`src/hdl/assert_macros.svh`:
```
// assertion macros shared by the evaluator rtl
// expects clk_i and rst_ni in the scope of each use
`ifndef ASSERT_MACROS_SVH
`define ASSERT_MACROS_SVH

// property checked at every rising clock edge outside reset
`define PFE_ASSERT(lbl, prop, msg) \
  lbl: assert property (@(posedge clk_i) disable iff (!rst_ni) prop) else $error(msg);

// condition that must never hold outside reset
`define PFE_ASSERT_NEVER(lbl, cond, msg) \
  `PFE_ASSERT(lbl, !(cond), msg)

`endif

```
`src/hdl/pfe_pkg.sv`:
```
// types, character codes and status codes of the postfix evaluator
// no dependencies
`timescale 1ns / 1ps
`default_nettype none

package pfe_pkg;

  localparam int unsigned DATA_W = 32;

  localparam logic [7:0] CH_ZERO  = 8'h30;
  localparam logic [7:0] CH_NINE  = 8'h39;
  localparam logic [7:0] CH_PLUS  = 8'h2B;
  localparam logic [7:0] CH_MINUS = 8'h2D;
  localparam logic [7:0] CH_STAR  = 8'h2A;
  localparam logic [7:0] CH_SLASH = 8'h2F;
  localparam logic [7:0] CH_UP_A  = 8'h41;
  localparam logic [7:0] CH_UP_Z  = 8'h5A;
  localparam logic [7:0] CH_LO_A  = 8'h61;
  localparam logic [7:0] CH_LO_Z  = 8'h7A;

  localparam logic [2:0] STS_OK     = 3'd0;
  localparam logic [2:0] STS_LETTER = 3'd1;
  localparam logic [2:0] STS_UNDER  = 3'd2;
  localparam logic [2:0] STS_DIVZ   = 3'd3;
  localparam logic [2:0] STS_OVER   = 3'd4;

  typedef enum logic [1:0] {
    OP_ADD,
    OP_SUB,
    OP_MUL,
    OP_DIV
  } alu_op_e;

  typedef enum logic [2:0] {
    S_IDLE,
    S_DEC,
    S_RD,
    S_EXEC,
    S_FIN
  } state_e;

  typedef struct packed {
    logic    start;
    alu_op_e op;
  } alu_req_t;

  function automatic logic is_letter(input logic [7:0] c);
    is_letter = ((c >= CH_UP_A) && (c <= CH_UP_Z)) || ((c >= CH_LO_A) && (c <= CH_LO_Z));
  endfunction

  function automatic logic is_digit(input logic [7:0] c);
    is_digit = (c >= CH_ZERO) && (c <= CH_NINE);
  endfunction

  function automatic logic is_oper(input logic [7:0] c);
    is_oper = (c == CH_PLUS) || (c == CH_MINUS) || (c == CH_STAR) || (c == CH_SLASH);
  endfunction

endpackage

`default_nettype wire

```
`src/hdl/pfe_stack.sv`:
```
// value stack storage below the top entry, one write and one read port
// uses pfe_pkg for the data width
`timescale 1ns / 1ps
`default_nettype none

module pfe_stack #(
  parameter int unsigned DEPTH = 128,
  parameter int unsigned AW    = $clog2(DEPTH)
) (
  input  wire                        clk_i,
  input  wire                        we_i,
  input  wire  [AW-1:0]              waddr_i,
  input  wire  [pfe_pkg::DATA_W-1:0] wdata_i,
  input  wire  [AW-1:0]              raddr_i,
  output logic [pfe_pkg::DATA_W-1:0] rdata_o
);
  import pfe_pkg::*;

  logic [DATA_W-1:0] mem [DEPTH];
  logic [DATA_W-1:0] rdata_q;

  always_ff @(posedge clk_i) begin
    if (we_i) begin
      mem[waddr_i] <= wdata_i;
    end
  end

  always_ff @(posedge clk_i) begin
    rdata_q <= mem[raddr_i];
  end

  assign rdata_o = rdata_q;

endmodule

`default_nettype wire

```
`config.mk`:
```
export PLATFORM = sky130hd
export DESIGN_NAME = pfe_stack
export DESIGN_NICKNAME = d
export VERILOG_FILES = /design/src/hdl/assert_macros.svh /design/src/hdl/pfe_pkg.sv /design/src/hdl/pfe_stack.sv
export SDC_FILE = /design/constraint.sdc
export NUM_CORES = 2
export LEC_CHECK = 0
export ABC_CLOCK_PERIOD_IN_PS = 4950
export CAP_MARGIN = 25
export CORE_MARGIN = 1.5
export CORE_UTILIZATION = 57
export DETAILED_ROUTE_END_ITERATION = 6
export DONT_BUFFER_PORTS = 1
export HOLD_SLACK_MARGIN = 0.02
export PLACE_DENSITY_LB_ADDON = 0.05
export SLEW_MARGIN = 20
export SYNTH_ARGS = -nofsm -noshare
export SYNTH_HDL_FRONTEND = slang
export SYNTH_SLANG_ARGS = --single-unit
```
`constraint.sdc`:
```
create_clock -name clk_i -period 4.95 [get_ports clk_i]
set_input_delay 1.485 -clock clk_i [delete_from_list [all_inputs] [get_ports clk_i]]
set_output_delay 1.485 -clock clk_i [all_outputs]
set_load 0.02 [all_outputs]
```
==> flow_summary.yaml <==
clock_tree:
  tritoncts: "yes"
  clk_path_buf_depth: 4
  cts-hold-fix-buffers: 0
  htree_num_levels: 5
  post-cts-setup-buffers: 0
  numCtsBuffers: 414
  clockRootBuffer: "clkbuf_16"
  path_clk_slew_ns: 0.06
  cts.sinks: 4128
  clk_latency_ns: 0.95
power:
  powerDensity_nw_per_um2: 407
  leakage_nw: 53.7
  vdd_drop_max_mv: 0.335
sta:
  slew_viol_final: 0
  period_minus_slack_ns: 4.73
  setup-violations-final: 0
  worst_slack_ns: 0.221
  fin_skew_ns: 0.0291
  setup_tns_ns: 0
  maxSlewHeadroom: 0.316
  hold_violations: 0
  max_freq_mhz: 211
  grt_setup_unrepaired: "false"
  fin_hold_ws_ns: 0.635
  min_period_over_period: 0.955
  worstMarginPinSlew_ns: 1.02
yosys:
  muxShareOfSynthArea: 0.196
  ys_warn_count: 0
  synth_compound_area_frac: 0
  syn_area_sq_um: 156000
  synth_cells: 5990
  synth_common_cells: "edfxtp_1 (4096), mux4_2 (1344), clkbuf_1 (182)"
  synth_area_leader_cell: "edfxtp_1"
  ys_types: 17
  async_flop_share: 0
  syn_avg_cell_area_sq_um: 26.1
  ys_seq_area_frac: 0.791
  dominantRegCellSynth: "edfxtp_1"
  yosys.area_share.simple: 0.00446
  synth_adder_area_share: 0
  synth_top_family_by_area: "multiplexers"
  yosys_register_bits: 4128
  synth_nets: 6038
  synth_edf_count: 4096
  yosysTopAreaCellShare: 0.787
  synthMostInstantiatedCell: "edfxtp_1"
  synthXorXnorAreaFrac: 0
  synthTopCellsByArea: "edfxtp_1 (79%), mux4_2 (19%), clkbuf_1 (0.44%), dfxtp_1 (0.41%), nor2_1 (0.29%)"
place:
  dp_slack_ns: -1.24
  post_dp_cell_area_sq_um: 163000
  dp_hpwl_microns: 203000
  port_buffers: 0
  place_congestion: 0.796
routing:
  routed_wl_microns: 408000
  viasPerCell: 6.81
  wl_per_cell_microns: 39.8
  drc_errors: 0
  route.vias.total: 69800
  firstDrtPassIters: 5
  drt.antenna.violating_nets: 0
  drt_iter0_drc: 10400
setup_path:
  path_class: "in2reg"
  critPathLaunch: "raddr_i[2]"
  arrival_ns: 5.56
  cp-end-kind: "flip-flop"
  timing.rr.start: "mem[47][20]"
  start_kind: "primary input"
  path_max_fanout: 139
  required_ns: 5.78
status:
  status: "completed"
finish:
  drive_above_1_share: 0.344
  final_area_sq_um: 176000
  nets: 6338
  area_delta_synth_final_pct: 12.8
floorplan:
  die_h_microns: 527
  ios: 80
  coreArea_sq_um: 273000
  die_w_microns: 527
  die_area_sq_um: 277000
  num_rows: 192
  start_util: 0.572
grt:
  grt_max_degree: 1025
  grt_first_pass_wirelength_microns: 562000
  grt.total_usage: 0.298
  antenna_found_initial: 39
  grt_pass1_vias: 69800
  grt-ovfl-total: 0
run:
  maxCapViolCount: 0
worst_hold_path:
  min_from: "wdata_i[2]"
  min_path_type: "in2reg"
[metal layers]
| layer | track usage | part of all wire | routed length, microns |
|---|---|---|---|
| met4 | 0.0779 | 0.027 | 11100 |
| met2 | 0.480 | 0.49 | 202000 |
| met3 | 0.0550 | 0.096 | 39100 |
| met5 | 0 | 0.00022 | 89 |
| met1 | 0.427 | 0.38 | 156000 |
[layout make-up]
cell class,instances,area [sq um]
Clock buffer,522,11000
Sequential cell,4128,124000
Clock inverter,238,1940
Antenna cell,22,55.1
Timing Repair Buffer,200,2790
Multi-Input combinational cell,1546,32300
Tap cell,3589,4490
Fill cell,17400,96900
[worst paths after layout]
check / slack, ns / cells after the start / end
worst max-delay path: 0.22 / 7 / rdata_o[15]
worst max register to register: 2.26 / 4 / rdata_o[20]
worst min-delay path: 0.64 / 0 / mem[44][2]
worst min register to register: 1.11 / 4 / rdata_o[27]
[flip-flops by register name, summed over array words and instances (netlist names)]
| signal | cells |
|---|---|
| mem | 4096 |
| rdata_o | 32 |
[power breakdown]
group / internal, mW / switching [mW] / total [mW]
logic: 1.34 / 1.44 / 2.78
clock network: 17.0 / 13.0 / 30.0
registers: 38.6 / 0.284 / 38.9
total: 57.0 / 14.7 / 71.7
[critical path, stage by stage]
cell	delay [ns]
buf_16	0.47
buf_16	0.42
buf_16	0.55
mux4_2	0.43
mux4_2	0.58
mux4_2	0.67
mux2_2	0.32
[cells in the final DEF, fill, tap and decap left out, drive strengths merged]
master,instances
nor3,9
inv,14
diode,22
nand3,12
edfxtp,4096
bufbuf,3
mux2,32
clkbuf,524
or3,1
nand2,14
nand2b,2
nand4,3
clkinvlp,9
bufinv,26
nor2b,7
nor2,122
mux4,1344
clkinv,189
dfxtp,32
buf,195
[what timing repair did]
item / in CTS / in global routing
gates resized for setup: 0 / 0
gates cloned: 3 / 2
setup endpoints to repair: 26 / 6
endpoints found under the hold margin: 0 / 0
pin swaps: 0 / 0
[cells by family after synthesis]
logic type,after synthesis
flops,4128
buf+inv,316
mux,1376
simple gates,170
[stage by stage]
step,std cells,power [mW],util
4_1_cts,10200,71.9,0.644
3_3_place_gp,9443,42.2,0.596
6_report,10200,71.7,0.645
3_5_place_dp,9448,42.2,0.596
2_1_floorplan,5990,41.3,-
5_1_grt,10200,73.4,0.645
(Power assumes the default switching activity.)
