$ cat src/hdl/assert_macros.svh
// assertion macros shared by the evaluator rtl
// expects clk_i and rst_ni in the scope of each use
`ifndef ASSERT_MACROS_SVH
`define ASSERT_MACROS_SVH

// property checked at every rising clock edge outside reset
`define PFE_ASSERT(lbl, prop, msg) \
  lbl: assert property (@(posedge clk_i) disable iff (!rst_ni) prop) else $error(msg);

// condition that must never hold outside reset
`define PFE_ASSERT_NEVER(lbl, cond, msg) \
  `PFE_ASSERT(lbl, !(cond), msg)

`endif

$ cat src/hdl/pfe_pkg.sv
// types, character codes and status codes of the postfix evaluator
// no dependencies
`timescale 1ns / 1ps
`default_nettype none

package pfe_pkg;

  localparam int unsigned DATA_W = 32;

  localparam logic [7:0] CH_ZERO  = 8'h30;
  localparam logic [7:0] CH_NINE  = 8'h39;
  localparam logic [7:0] CH_PLUS  = 8'h2B;
  localparam logic [7:0] CH_MINUS = 8'h2D;
  localparam logic [7:0] CH_STAR  = 8'h2A;
  localparam logic [7:0] CH_SLASH = 8'h2F;
  localparam logic [7:0] CH_UP_A  = 8'h41;
  localparam logic [7:0] CH_UP_Z  = 8'h5A;
  localparam logic [7:0] CH_LO_A  = 8'h61;
  localparam logic [7:0] CH_LO_Z  = 8'h7A;

  localparam logic [2:0] STS_OK     = 3'd0;
  localparam logic [2:0] STS_LETTER = 3'd1;
  localparam logic [2:0] STS_UNDER  = 3'd2;
  localparam logic [2:0] STS_DIVZ   = 3'd3;
  localparam logic [2:0] STS_OVER   = 3'd4;

  typedef enum logic [1:0] {
    OP_ADD,
    OP_SUB,
    OP_MUL,
    OP_DIV
  } alu_op_e;

  typedef enum logic [2:0] {
    S_IDLE,
    S_DEC,
    S_RD,
    S_EXEC,
    S_FIN
  } state_e;

  typedef struct packed {
    logic    start;
    alu_op_e op;
  } alu_req_t;

  function automatic logic is_letter(input logic [7:0] c);
    is_letter = ((c >= CH_UP_A) && (c <= CH_UP_Z)) || ((c >= CH_LO_A) && (c <= CH_LO_Z));
  endfunction

  function automatic logic is_digit(input logic [7:0] c);
    is_digit = (c >= CH_ZERO) && (c <= CH_NINE);
  endfunction

  function automatic logic is_oper(input logic [7:0] c);
    is_oper = (c == CH_PLUS) || (c == CH_MINUS) || (c == CH_STAR) || (c == CH_SLASH);
  endfunction

endpackage

`default_nettype wire

$ cat src/hdl/pfe_alu.sv
// serial arithmetic unit: bit-serial add and subtract, shift-add multiply,
// restoring divide; 32 steps per operation; uses pfe_pkg
`timescale 1ns / 1ps
`default_nettype none

module pfe_alu (
  input  wire                        clk_i,
  input  wire                        rst_ni,
  input  pfe_pkg::alu_req_t          req_i,
  input  wire  [pfe_pkg::DATA_W-1:0] a_i,
  input  wire  [pfe_pkg::DATA_W-1:0] b_i,
  output logic                       done_o,
  output logic [pfe_pkg::DATA_W-1:0] result_o
);
  import pfe_pkg::*;

  localparam int unsigned SW = $clog2(DATA_W);

  logic              busy_q, done_q;
  logic [SW-1:0]     step_q;
  alu_op_e           op_q;
  logic [DATA_W-1:0] x_q, x_d, y_q, y_d;
  logic [DATA_W:0]   acc_q, acc_d;
  logic              carry_q, carry_d;
  logic              neg_q;

  logic              sum_bit;
  logic [DATA_W:0]   rem_sh;
  logic              rem_ge;
  logic [DATA_W-1:0] a_abs, b_abs;

  assign a_abs = a_i[DATA_W-1] ? (~a_i + 1'b1) : a_i;
  assign b_abs = b_i[DATA_W-1] ? (~b_i + 1'b1) : b_i;

  always_comb begin
    sum_bit = x_q[0] ^ y_q[0] ^ carry_q;
    rem_sh  = {acc_q[DATA_W-1:0], x_q[DATA_W-1]};
    rem_ge  = rem_sh >= {1'b0, y_q};
    x_d     = x_q;
    y_d     = y_q;
    acc_d   = acc_q;
    carry_d = carry_q;
    case (op_q)
      OP_ADD, OP_SUB: begin
        // one bit per step, sum shifts in at the top
        acc_d   = {1'b0, sum_bit, acc_q[DATA_W-1:1]};
        carry_d = (x_q[0] & y_q[0]) | (carry_q & (x_q[0] ^ y_q[0]));
        x_d     = {1'b0, x_q[DATA_W-1:1]};
        y_d     = {1'b0, y_q[DATA_W-1:1]};
      end
      OP_MUL: begin
        acc_d = {1'b0, acc_q[DATA_W-1:0] + (y_q[0] ? x_q : '0)};
        x_d   = {x_q[DATA_W-2:0], 1'b0};
        y_d   = {1'b0, y_q[DATA_W-1:1]};
      end
      OP_DIV: begin
        // dividend shifts out at the top, quotient bits shift in below
        acc_d = rem_ge ? (rem_sh - {1'b0, y_q}) : rem_sh;
        x_d   = {x_q[DATA_W-2:0], rem_ge};
      end
      default: begin
        acc_d = acc_q;
      end
    endcase
  end

  always_ff @(posedge clk_i or negedge rst_ni) begin
    if (!rst_ni) begin
      busy_q <= 1'b0;
      done_q <= 1'b0;
      step_q <= '0;
    end else begin
      done_q <= 1'b0;
      if (req_i.start) begin
        busy_q <= 1'b1;
        step_q <= '0;
      end else if (busy_q) begin
        step_q <= step_q + 1'b1;
        if (step_q == SW'(DATA_W - 1)) begin
          busy_q <= 1'b0;
          done_q <= 1'b1;
        end
      end
    end
  end

  always_ff @(posedge clk_i) begin
    if (req_i.start) begin
      op_q    <= req_i.op;
      acc_q   <= '0;
      neg_q   <= a_i[DATA_W-1] ^ b_i[DATA_W-1];
      carry_q <= (req_i.op == OP_SUB);
      case (req_i.op)
        OP_SUB: begin
          x_q <= a_i;
          y_q <= ~b_i;
        end
        OP_DIV: begin
          x_q <= a_abs;
          y_q <= b_abs;
        end
        default: begin
          x_q <= a_i;
          y_q <= b_i;
        end
      endcase
    end else if (busy_q) begin
      x_q     <= x_d;
      y_q     <= y_d;
      acc_q   <= acc_d;
      carry_q <= carry_d;
    end
  end

  always_comb begin
    case (op_q)
      OP_DIV:  result_o = neg_q ? (~x_q + 1'b1) : x_q;
      default: result_o = acc_q[DATA_W-1:0];
    endcase
  end

  assign done_o = done_q;

endmodule

`default_nettype wire

$ cat config.mk
export PLATFORM = sky130hd
export DESIGN_NAME = pfe_alu
export DESIGN_NICKNAME = d
export VERILOG_FILES = /design/src/hdl/assert_macros.svh /design/src/hdl/pfe_pkg.sv /design/src/hdl/pfe_alu.sv
export SDC_FILE = /design/constraint.sdc
export NUM_CORES = 1
export LEC_CHECK = 0
export ABC_AREA = 0
export BUFFER_PORTS_ARGS = -buffer_cell sky130_fd_sc_hd__buf_2
export CELL_PAD_IN_SITES_DETAIL_PLACEMENT = 1
export CELL_PAD_IN_SITES_GLOBAL_PLACEMENT = 2
export CORE_MARGIN = 2
export CORE_UTILIZATION = 30
export DETAILED_ROUTE_END_ITERATION = 7
export PLACE_DENSITY = 0.72
export SYNTH_ARGS = -nofsm -noshare
export SYNTH_HDL_FRONTEND = slang
export SYNTH_SLANG_ARGS = --single-unit
$ cat constraint.sdc
create_clock -name clk_i -period 5.5 [get_ports clk_i]
set_input_delay 0.55 -clock clk_i [delete_from_list [all_inputs] [get_ports clk_i]]
set_output_delay 0.55 -clock clk_i [all_outputs]
set_load 0.005 [all_outputs]
==> results of run 1 <==
[layer usage]
metal / part of all wire [%] / vias to the layer above / GRT usage [%]
met5: 0 / - / 0
met4: 0.96 / 0 / 3.23
met3: 1.7 / 17 / 1.98
met2: 50 / 92 / 35.1
met1: 47 / 5232 / 25.6
li1: - / 5267 / -
[flip-flops by register name (all words and copies together), names as in the netlist]
name and flops:
acc_q 32, x_q 32, y_q 32, step_q 5, op_q 2, busy_q 1, carry_q 1, done_o 1
neg_q 1
[cells by family after synthesis]
kind of cell | after synthesis
XOR/XNOR | 143
AND/OR/NAND/NOR | 457
multiplexers | 47
AO/OA/AOI/OAI | 457
flip-flops | 107
buffers and inverters | 140
adder cells (fa/ha/maj) | 73
[Yosys cell counts, types with 9 or more instances]
cell type    n
inv_1       58
nor3_1      24
nand2b_1     9
clkbuf_1    67
and3_1      14
or3_1       13
nor4_1      17
o31ai_1     20
a221oi_1    16
ha_1        70
a21o_1      49
a31oi_1     19
and2_1      33
nor2b_1     12
xor2_1      79
xnor2_1     64
a211oi_1    29
mux2i_1     35
o41ai_1     10
mux2_2      12
o211ai_1     9
nor2_1     105
buf_1       12
nand2_1    161
a21oi_1    103
o21ai_0    149
nand3_1     28
nand4_1     10
dfxtp_1     32
edfxtp_1    68
[layout by cell type (no fill, tap or decap), types with 9 or more instances in the layout]
cell type and count:
a21o_1 49, dfxtp_1 32, buf_4 15, o31ai_1 20
mux2i_1 35, nand2_1 160, nor3_1 24, edfxtp_1 68
nor2b_1 12, nor2_1 104, xor2_1 79, nand4_1 10
nand2b_1 9, a211oi_1 29, inv_1 58, nand3_1 28
buf_2 100, clkbuf_16 9, and3_1 14, nor4_1 17
ha_1 70, mux2_2 12, o21ai_0 149, a21oi_1 103
xnor2_1 64, and2_1 33, a221oi_1 16, o211ai_1 9
a31oi_1 19, o41ai_1 10, or3_1 13
[final timing paths]
path	slack, ps	startpoint	endpoint
setup / recovery	960	acc_q[3]	acc_q[29]
hold / removal	510	a_i[0]	x_q[0]
setup reg to reg	960	acc_q[3]	acc_q[29]
hold reg to reg	540	step_q[4]	step_q[4]
max in group asynchronous	4820	rst_ni	step_q[4]
min in group asynchronous	530	rst_ni	step_q[3]
[power by group through the flow]
stage	registers (mW)	clock network (mW)	logic (mW)
after floorplan	1.10	0	1.26
after global placement	1.21	0	1.69
after detailed placement	1.21	0	1.71
after CTS	1.19	0.683	1.72
after global routing	1.21	0.711	1.91
final	1.19	0.663	1.71
[metrics by stage]
step                power [mW]  util (%)
global route              3.82      33.7
CTS                       3.59      33.7
floorplan                 2.36         -
global placement          2.89      32.9
finish                    3.56      33.7
detailed placement        2.91      32.9
[worst min-delay path, stage by stage]
cell and delay, ps:
buf_2 120, nand2_1 50, o21ai_0 60
[repair_timing]
action                                  in CTS  in global routing
endpoints found under the hold margin        7                  0
endpoints found under the setup margin       0                  0
hold buffers                                 1                  0
[layout make-up]
| class | instances | area, sq um | share of cell area [%] |
|---|---|---|---|
| Tap cell | 468 | 586 | 4.76 |
| Timing Repair Buffer | 116 | 623 | 5.06 |
| Multi-Input combinational cell | 1177 | 7740 | 62.9 |
| Clock buffer | 10 | 239 | 1.94 |
| Sequential cell | 107 | 2860 | 23.2 |
| Inverter | 59 | 221 | 1.80 |
| Clock inverter | 6 | 38.8 | 0.315 |
==> impl_metrics.json, run 1 <==
{
  "status": "complete, no violations",
  "num-fill-cells": 4437,
  "floorplan.initialDensity_pct": 30.4,
  "max_clock_freq_mhz": 220,
  "final_hold_viol_count": 0,
  "cp_data_arrival_time_ps": 4810,
  "clk_pin_slew_worst_paths_ps": 80,
  "drt_pre_antenna_iters": 4,
  "wl_per_instance_microns": 19.4,
  "pwr_density_cell_nw_per_um2": 289,
  "yosys_warnings": 0,
  "synth-xor-area-share_pct": 11.3,
  "final_setup_violation_count": 0,
  "timing.critical_path.slowest_cell_delay_ps": 730,
  "yosys-top-cells-area": "edfxtp_1 (18%), ha_1 (7.9%), o21ai_0 (6.7%)",
  "insertedDiodeCount": 0,
  "post_route_cells_drive_above_1_share_pct": 11.2,
  "syn-mean-instance-area_sq_um": 7.81,
  "fin_cells": 1943,
  "syn_to_final_growth_pct": 10.7,
  "switching_power_mw": 1.53,
  "power.share.sequential_pct": 33.3,
  "post-route-min-period_ps": 4540,
  "combinational_family_with_the_most_area_after_synthesis": "compound AO/OA/AOI/OAI gates",
  "finalCritPeriodShare_pct": 82.5,
  "worst_r2r_path_depth": 10,
  "synth.net_count": 1566,
  "cts_buffers": 9,
  "initialDrtViolationCount": 544,
  "dr_total_vias": 10600,
  "internal-power_mw": 2.03,
  "finish.instance_area_sq_um": 12300,
  "floorplan.die.width_microns": 197,
  "num_io_pins": 102,
  "crit_chain": "ha_1, a21o_1, a211o_1, o211ai_1, o211ai_1, a31oi_1, nand2_1, nor2_1, a221oi_1, a211oi_1",
  "die-area_sq_um": 38600,
  "placement.io_buffers": 101,
  "first_global_vias": 10900,
  "required_time_of_the_critical_path_ps": 5770,
  "grt.overflow.total": 0,
  "synth.area.mux_share_pct": 4.37,
  "timing.critical_path.depth": 10,
  "cp_top_family": "compound AO/OA/AOI/OAI gates",
  "finClkSkew_ps": 10.5,
  "timing.max_cap.violations": 0,
  "worst_ir_drop_vdd_v": 0.000163,
  "synth.ff_latch_count": 107,
  "dp_worst_setup_slack_ps": 1150,
  "post-cts-setup-buffers": 0,
  "setup.worst_path.end_class": "register",
  "leakagePower_nw": 5.37,
  "post_synth_num_cell_types": 69,
  "antenna_found_initial": 0,
  "deepest_level_of_the_cts_h_tree": 3,
  "clk_latency_ps": 370,
  "cts_tree": "built",
  "post_drt_via_cell_ratio": 5.46,
  "root_buffer": "clkbuf_16",
  "power_frac_comb_pct": 48.1,
  "timing.final.ws_setup_ps": 964,
  "crit_fanout": 13,
  "grtUsageTotal_pct": 19.5,
  "worst-slew-pin-transition_ps": 1200,
  "die_h_microns": 197,
  "post_cts_resized": 0,
  "critical-path-slowest-cell": "nor2_1",
  "synthFlopType": "edfxtp_1",
  "syn-cell-area_sq_um": 11100,
  "synth_edf_count": 68,
  "holdCritPathClass": "input pin to register",
  "dpl_cell_area_sq_um": 12000,
  "seq_area_frac_synth_pct": 25.7,
  "synth-async-reset-ratio_pct": 6.54,
  "yosys.area_share.adder_pct": 8.42,
  "clock_sinks": 107,
  "cp.buffers_inverters": 0,
  "rsz_0062_raised_after_global_routing": "false",
  "cts_max_path_buffers": 2,
  "place.detailed.hpwl_mm": 29.0,
  "max-slew-margin-rel_pct": 19.7,
  "clkPwrFrac_pct": 18.6,
  "largest_area_contributor_in_the_netlist": "edfxtp_1",
  "cpMostUsedCell": "o211ai_1",
  "finalHoldWorstSlack_ps": 515,
  "synthDominantCellAreaShare_pct": 18.4,
  "core_region_area_sq_um": 36500,
  "timing_max_transition_violations_final": 0,
  "power_switching_share_pct": 43.0,
  "finalNetCount": 1612,
  "wirelength_mm": 37.6,
  "basic_gate_share_of_the_synthesized_area_counting_and_or_nand_and_nor_cells_pct": 19.8,
  "critPathKind": "register to register",
  "complex_gate_fraction_of_the_synthesized_area_pct": 25.7,
  "placed_cells": 1926,
  "worstSetupStartpointType": "register",
  "grt_first_pass_wirelength_mm": 60.4,
  "num_rows": 70,
  "drc_errors": 0,
  "grt_start_max_net_pins": 73,
  "gpl.final_weighted_congestion": 0.845,
  "worstHoldPathCells": 3,
  "synthesized_instance_count": 1424,
  "antenna_left": 0,
  "fin_setup_tns_ps": 0
}
Note: power is estimated with default switching activity, not from simulation.
==> inputs of run 2 (changes only) <==
Settings changed: PLACE_DENSITY 0.72 to 0.74.
Clock period 5.5 ns to 4 ns, I/O delays scaled along.
==> impl_metrics.json, run 2 (synthesized netlist as in run 1, its figures left out) <==
{
  "clkPwrFrac_pct": 18.8,
  "drt_pre_antenna_iters": 5,
  "clk_latency_ps": 380,
  "dr_total_vias": 10900,
  "max_clock_freq_mhz": 259,
  "num_rows": 70,
  "grt.overflow.total": 0,
  "final_hold_viol_count": 0,
  "wirelength_mm": 37.9,
  "cts_tree": "built",
  "worstSetupStartpointType": "register",
  "switching_power_mw": 2.16,
  "required_time_of_the_critical_path_ps": 3600,
  "deepest_level_of_the_cts_h_tree": 3,
  "finalNetCount": 1648,
  "clock_sinks": 107,
  "dpl_cell_area_sq_um": 12300,
  "grt_first_pass_wirelength_mm": 61.0,
  "most_common_cell_after_layout_fill_and_taps_aside": "nand2_1",
  "leakagePower_nw": 5.56,
  "setup.worst_path.end_class": "primary output",
  "clk_pin_slew_worst_paths_ps": 80,
  "power_switching_share_pct": 42.9,
  "die-area_sq_um": 38600,
  "initialDrtViolationCount": 516,
  "worst-slew-pin-transition_ps": 1170,
  "grtUsageTotal_pct": 19.8,
  "layout.cells.most_common_list": "nand2_1 (160), o21ai_0 (144), nor2_1 (105)",
  "reg_top3": "acc_q x32, x_q x32, y_q x32",
  "power.share.sequential_pct": 31.3,
  "worst_ir_drop_vdd_v": 0.000220,
  "first_global_vias": 11200,
  "root_buffer": "clkbuf_16",
  "gpl.final_weighted_congestion": 0.858,
  "fin_setup_tns_ps": 0,
  "internal-power_mw": 2.87,
  "post_drt_via_cell_ratio": 5.50,
  "final_core_util_pct": 34.6,
  "holdCritPathClass": "input pin to async pin",
  "drc_errors": 0,
  "insertedDiodeCount": 0,
  "wl_per_instance_microns": 19.2,
  "grt_start_max_net_pins": 74,
  "r2r_start": "y_q[12]",
  "post-route-min-period_ps": 3870,
  "placement.io_buffers": 101,
  "antenna_found_initial": 1,
  "core_region_area_sq_um": 36500,
  "max-slew-margin-rel_pct": 21.8,
  "finalCritPeriodShare_pct": 96.7,
  "num_io_pins": 102,
  "cp_data_arrival_time_ps": 3470,
  "syn_to_final_growth_pct": 13.7,
  "post_route_cells_drive_above_1_share_pct": 13.6,
  "pwr_density_cell_nw_per_um2": 397,
  "floorplan.initialDensity_pct": 30.4,
  "antenna_left": 0,
  "worst_setup_path_startpoint": "x_q[10]",
  "finish.instance_area_sq_um": 12600,
  "timing.max_cap.violations": 0,
  "place.detailed.hpwl_mm": 29.5,
  "critPathKind": "register to primary output",
  "crit_fanout": 4,
  "floorplan.die.width_microns": 197,
  "finClkSkew_ps": 19.8,
  "cts_buffers": 9,
  "rsz_0062_raised_after_global_routing": "false",
  "timing_max_transition_violations_final": 0,
  "final_setup_violation_count": 0,
  "die_h_microns": 197,
  "power_frac_comb_pct": 49.9,
  "cts_max_path_buffers": 2,
  "status": "complete, no violations",
  "finalHoldWorstSlack_ps": 385
}
[run 2: cell count changes in the layout (fill, tap and decap cells not counted), sizes merged]
cell / delta
inv: +3
buf: +36
clkinv: -4
clkinvlp: +1
[run 2: per-layer routing]
metal / global-route usage [%] / vias up / share of wire [%]
li1: - / 5350 / -
met1: 25.1 / 5363 / 45
met2: 35.4 / 132 / 50
met3: 2.29 / 37 / 2.2
met4: 5.27 / 2 / 2.1
met5: 0 / - / 0.034
[run 2: stage by stage]
stage / power [mW] / setup slack (ps) / instances
5_1_grt: 5.40 / 4.31 / 1979
2_1_floorplan: 3.24 / 742 / 1424
3_5_place_dp: 4.09 / 266 / 1958
3_3_place_gp: 4.06 / 341 / 1958
6_report: 5.03 / 132 / 1979
4_1_cts: 5.06 / 25.3 / 1977
[run 2: path summary, 6_finish.rpt]
| kind | slack (ps) | cells after the start | end |
|---|---|---|---|
| worst max-delay path | 130 | 9 | result_o[28] |
| worst min register to register | 540 | 2 | step_q[4] |
| max in group asynchronous | 3460 | 2 | step_q[4] |
| worst min-delay path | 380 | 2 | step_q[3] |
| min in group clk_i | 390 | 3 | x_q[0] |
| worst max register to register | 270 | 12 | acc_q[28] |
[run 2: area by class of cell]
cell class,instances,area (sq um)
clock inverters,6,53.8
flip-flops and latches,107,2860
fillers,4433,23900
well taps,468,586
multi-input cells,1177,7780
clock buffers,10,229
inverters,59,221
repair buffers,152,918
[run 2: timing repair]
item / 4_1_cts / 5_1_grt
buffers inserted: 2 / 2
hold buffers: 1 / 0
hold endpoints to repair: 7 / 0
resized for setup: 2 / 11
endpoints found under the setup margin: 5 / 15
[run 2: critical path, stage by stage (launching register included)]
cell      delay (ps)
edfxtp_1         400
or4_4            570
or3_1            360
or3_1            410
or2_2            350
or3_1            380
o21ai_1          160
xor2_1           180
o21ai_0          100
buf_2            170
[run 2: power groups by stage]
stage                     registers, mW  logic [mW]  clock network [mW]
final                              1.57        2.51               0.944
after global placement             1.60        2.45                   0
after floorplan                    1.51        1.73                   0
after detailed placement           1.61        2.49                   0
after CTS                          1.58        2.51               0.968
after global routing               1.60        2.80               0.994
==> inputs of run 3 (changes only) <==
Settings changed: CELL_PAD_IN_SITES_DETAIL_PLACEMENT 1 to unset, CELL_PAD_IN_SITES_GLOBAL_PLACEMENT 2 to unset, PLACE_DENSITY 0.74 to 0.5.
==> impl_metrics.json, run 3 (synthesized netlist as in run 1, its figures left out) <==
{
  "status": "complete, no violations",
  "drt_pre_antenna_iters": 5,
  "most_common_cell_after_layout_fill_and_taps_aside": "nand2_1",
  "required_time_of_the_critical_path_ps": 3600,
  "antenna_found_initial": 0,
  "timing.critical_path.slowest_cell_delay_ps": 560,
  "cpMostUsedCell": "or3_4",
  "cp_data_arrival_time_ps": 3480,
  "finalPower_mw": 5.08,
  "timing.critical_path.depth": 9,
  "leakagePower_nw": 5.58,
  "placement.io_buffers": 101,
  "fin_setup_tns_ps": 0,
  "fin_cells": 1977,
  "cp_top_family": "simple AND/OR/NAND/NOR gates",
  "die_h_microns": 197,
  "timing.final.ws_setup_ps": 123,
  "timing.max_cap.violations": 0,
  "clock_sinks": 107,
  "post_drt_via_cell_ratio": 5.44,
  "dp_worst_setup_slack_ps": 306,
  "post-route-min-period_ps": 3880,
  "clk_latency_ps": 380,
  "dpl_cell_area_sq_um": 12200,
  "initialDrtViolationCount": 638,
  "post_route_cells_drive_above_1_share_pct": 13.5,
  "grtUsageTotal_pct": 18.3,
  "critical-path-slowest-cell": "or4_4",
  "holdCritPathClass": "input pin to register",
  "grt.overflow.total": 0,
  "cts_tree": "built",
  "cts_max_path_buffers": 2,
  "final_setup_violation_count": 0,
  "worstHoldPathCells": 2,
  "layout.cells.most_common_list": "nand2_1 (160), o21ai_0 (146), nor2_1 (105)",
  "wirelength_mm": 35.2,
  "crit_fanout": 5,
  "max_clock_freq_mhz": 258,
  "root_buffer": "clkbuf_16",
  "grt_start_max_net_pins": 65,
  "finalCritPeriodShare_pct": 96.9,
  "placed_cells": 1957,
  "num_rows": 70,
  "clk_pin_slew_worst_paths_ps": 90,
  "max-slew-margin-rel_pct": 28.8,
  "wl_per_instance_microns": 17.8,
  "pwr_density_cell_nw_per_um2": 401,
  "insertedDiodeCount": 0,
  "drc_errors": 0,
  "grt_first_pass_wirelength_mm": 56.4,
  "worst_ir_drop_vdd_v": 0.000244,
  "finClkSkew_ps": 21.4,
  "first_global_vias": 10300,
  "deepest_level_of_the_cts_h_tree": 3,
  "worst_r2r_path_depth": 13,
  "num_io_pins": 102,
  "die-area_sq_um": 38600,
  "setup.worst_path.end_class": "primary output",
  "place.detailed.hpwl_mm": 27.3,
  "final_hold_viol_count": 0,
  "cts_buffers": 9,
  "floorplan.die.width_microns": 197,
  "floorplan.initialDensity_pct": 30.4,
  "timing_max_transition_violations_final": 0,
  "reg_top3": "acc_q x32, x_q x32, y_q x32",
  "syn_to_final_growth_pct": 13.9,
  "crit_chain": "or4_4, or3_4, or3_4, or2_2, or3_4, o31ai_2, xnor2_1, o21ai_1, buf_2",
  "gpl.final_weighted_congestion": 0.889,
  "critPathKind": "register to primary output",
  "cp.buffers_inverters": 1,
  "dr_total_vias": 10700,
  "antenna_left": 0,
  "finalNetCount": 1646,
  "worst-slew-pin-transition_ps": 1070,
  "finish.instance_area_sq_um": 12700,
  "worstSetupStartpointType": "register",
  "core_region_area_sq_um": 36500
}
## run 3: changes by cell type in the layout (fill, tap and decap cells not counted), sizes merged
| cell | change |
|---|---|
| buf | -2 |
| bufinv | +2 |
| clkbuf | -1 |
| clkinvlp | -1 |
| inv | -2 |
| clkinv | +2 |
## run 3: worst paths after layout
check / slack, ps / startpoint / to
worst max register to register: 430 / y_q[0] / acc_q[27]
min in group asynchronous: 400 / rst_ni / busy_q
worst max-delay path: 120 / x_q[7] / result_o[31]
worst min-delay path: 380 / a_i[31] / neg_q
max in group asynchronous: 3450 / rst_ni / step_q[4]
worst min register to register: 550 / step_q[4] / step_q[4]
## run 3: final cells by class
class / instances / area, sq um
clock buffer: 9 / 225
tap: 468 / 586
inverter: 59 / 221
fill: 3855 / 23900
multi-input combinational: 1177 / 7770
clock inverter: 7 / 106
timing repair buffer: 150 / 891
sequential: 107 / 2860
## run 3: power breakdown
group	leakage (nW)	total (mW)	switching [mW]	internal [mW]
clock network	0.163	1.06	0.496	0.562
registers	1.08	1.58	0.215	1.36
logic	4.34	2.44	1.39	1.05
total	5.58	5.08	2.10	2.98
## run 3: metal layers
layer / track usage [%] / part of all wire [%] / vias to the layer above
met3: 1.85 / 3.3 / 40
met2: 32.2 / 49 / 191
met1: 23.8 / 45 / 5170
met5: 0 / 0 / -
met4: 4.88 / 1.8 / 0
li1: - / - / 5345
## run 3: what timing repair did
item                                    4_1_cts  5_1_grt
buffers inserted                              1        2
endpoints found under the setup margin        4       12
pin swaps                                     0        3
hold endpoints to repair                      7        0
hold buffers                                  1        0
cloned                                        0        0
resized for setup                             3        7
## run 3: stage by stage
step	hold slack [ps]	utilization [%]
floorplan	104	-
global placement	241	33.5
detailed placement	242	33.5
CTS	365	34.5
global route	393	34.7
finish	380	34.7
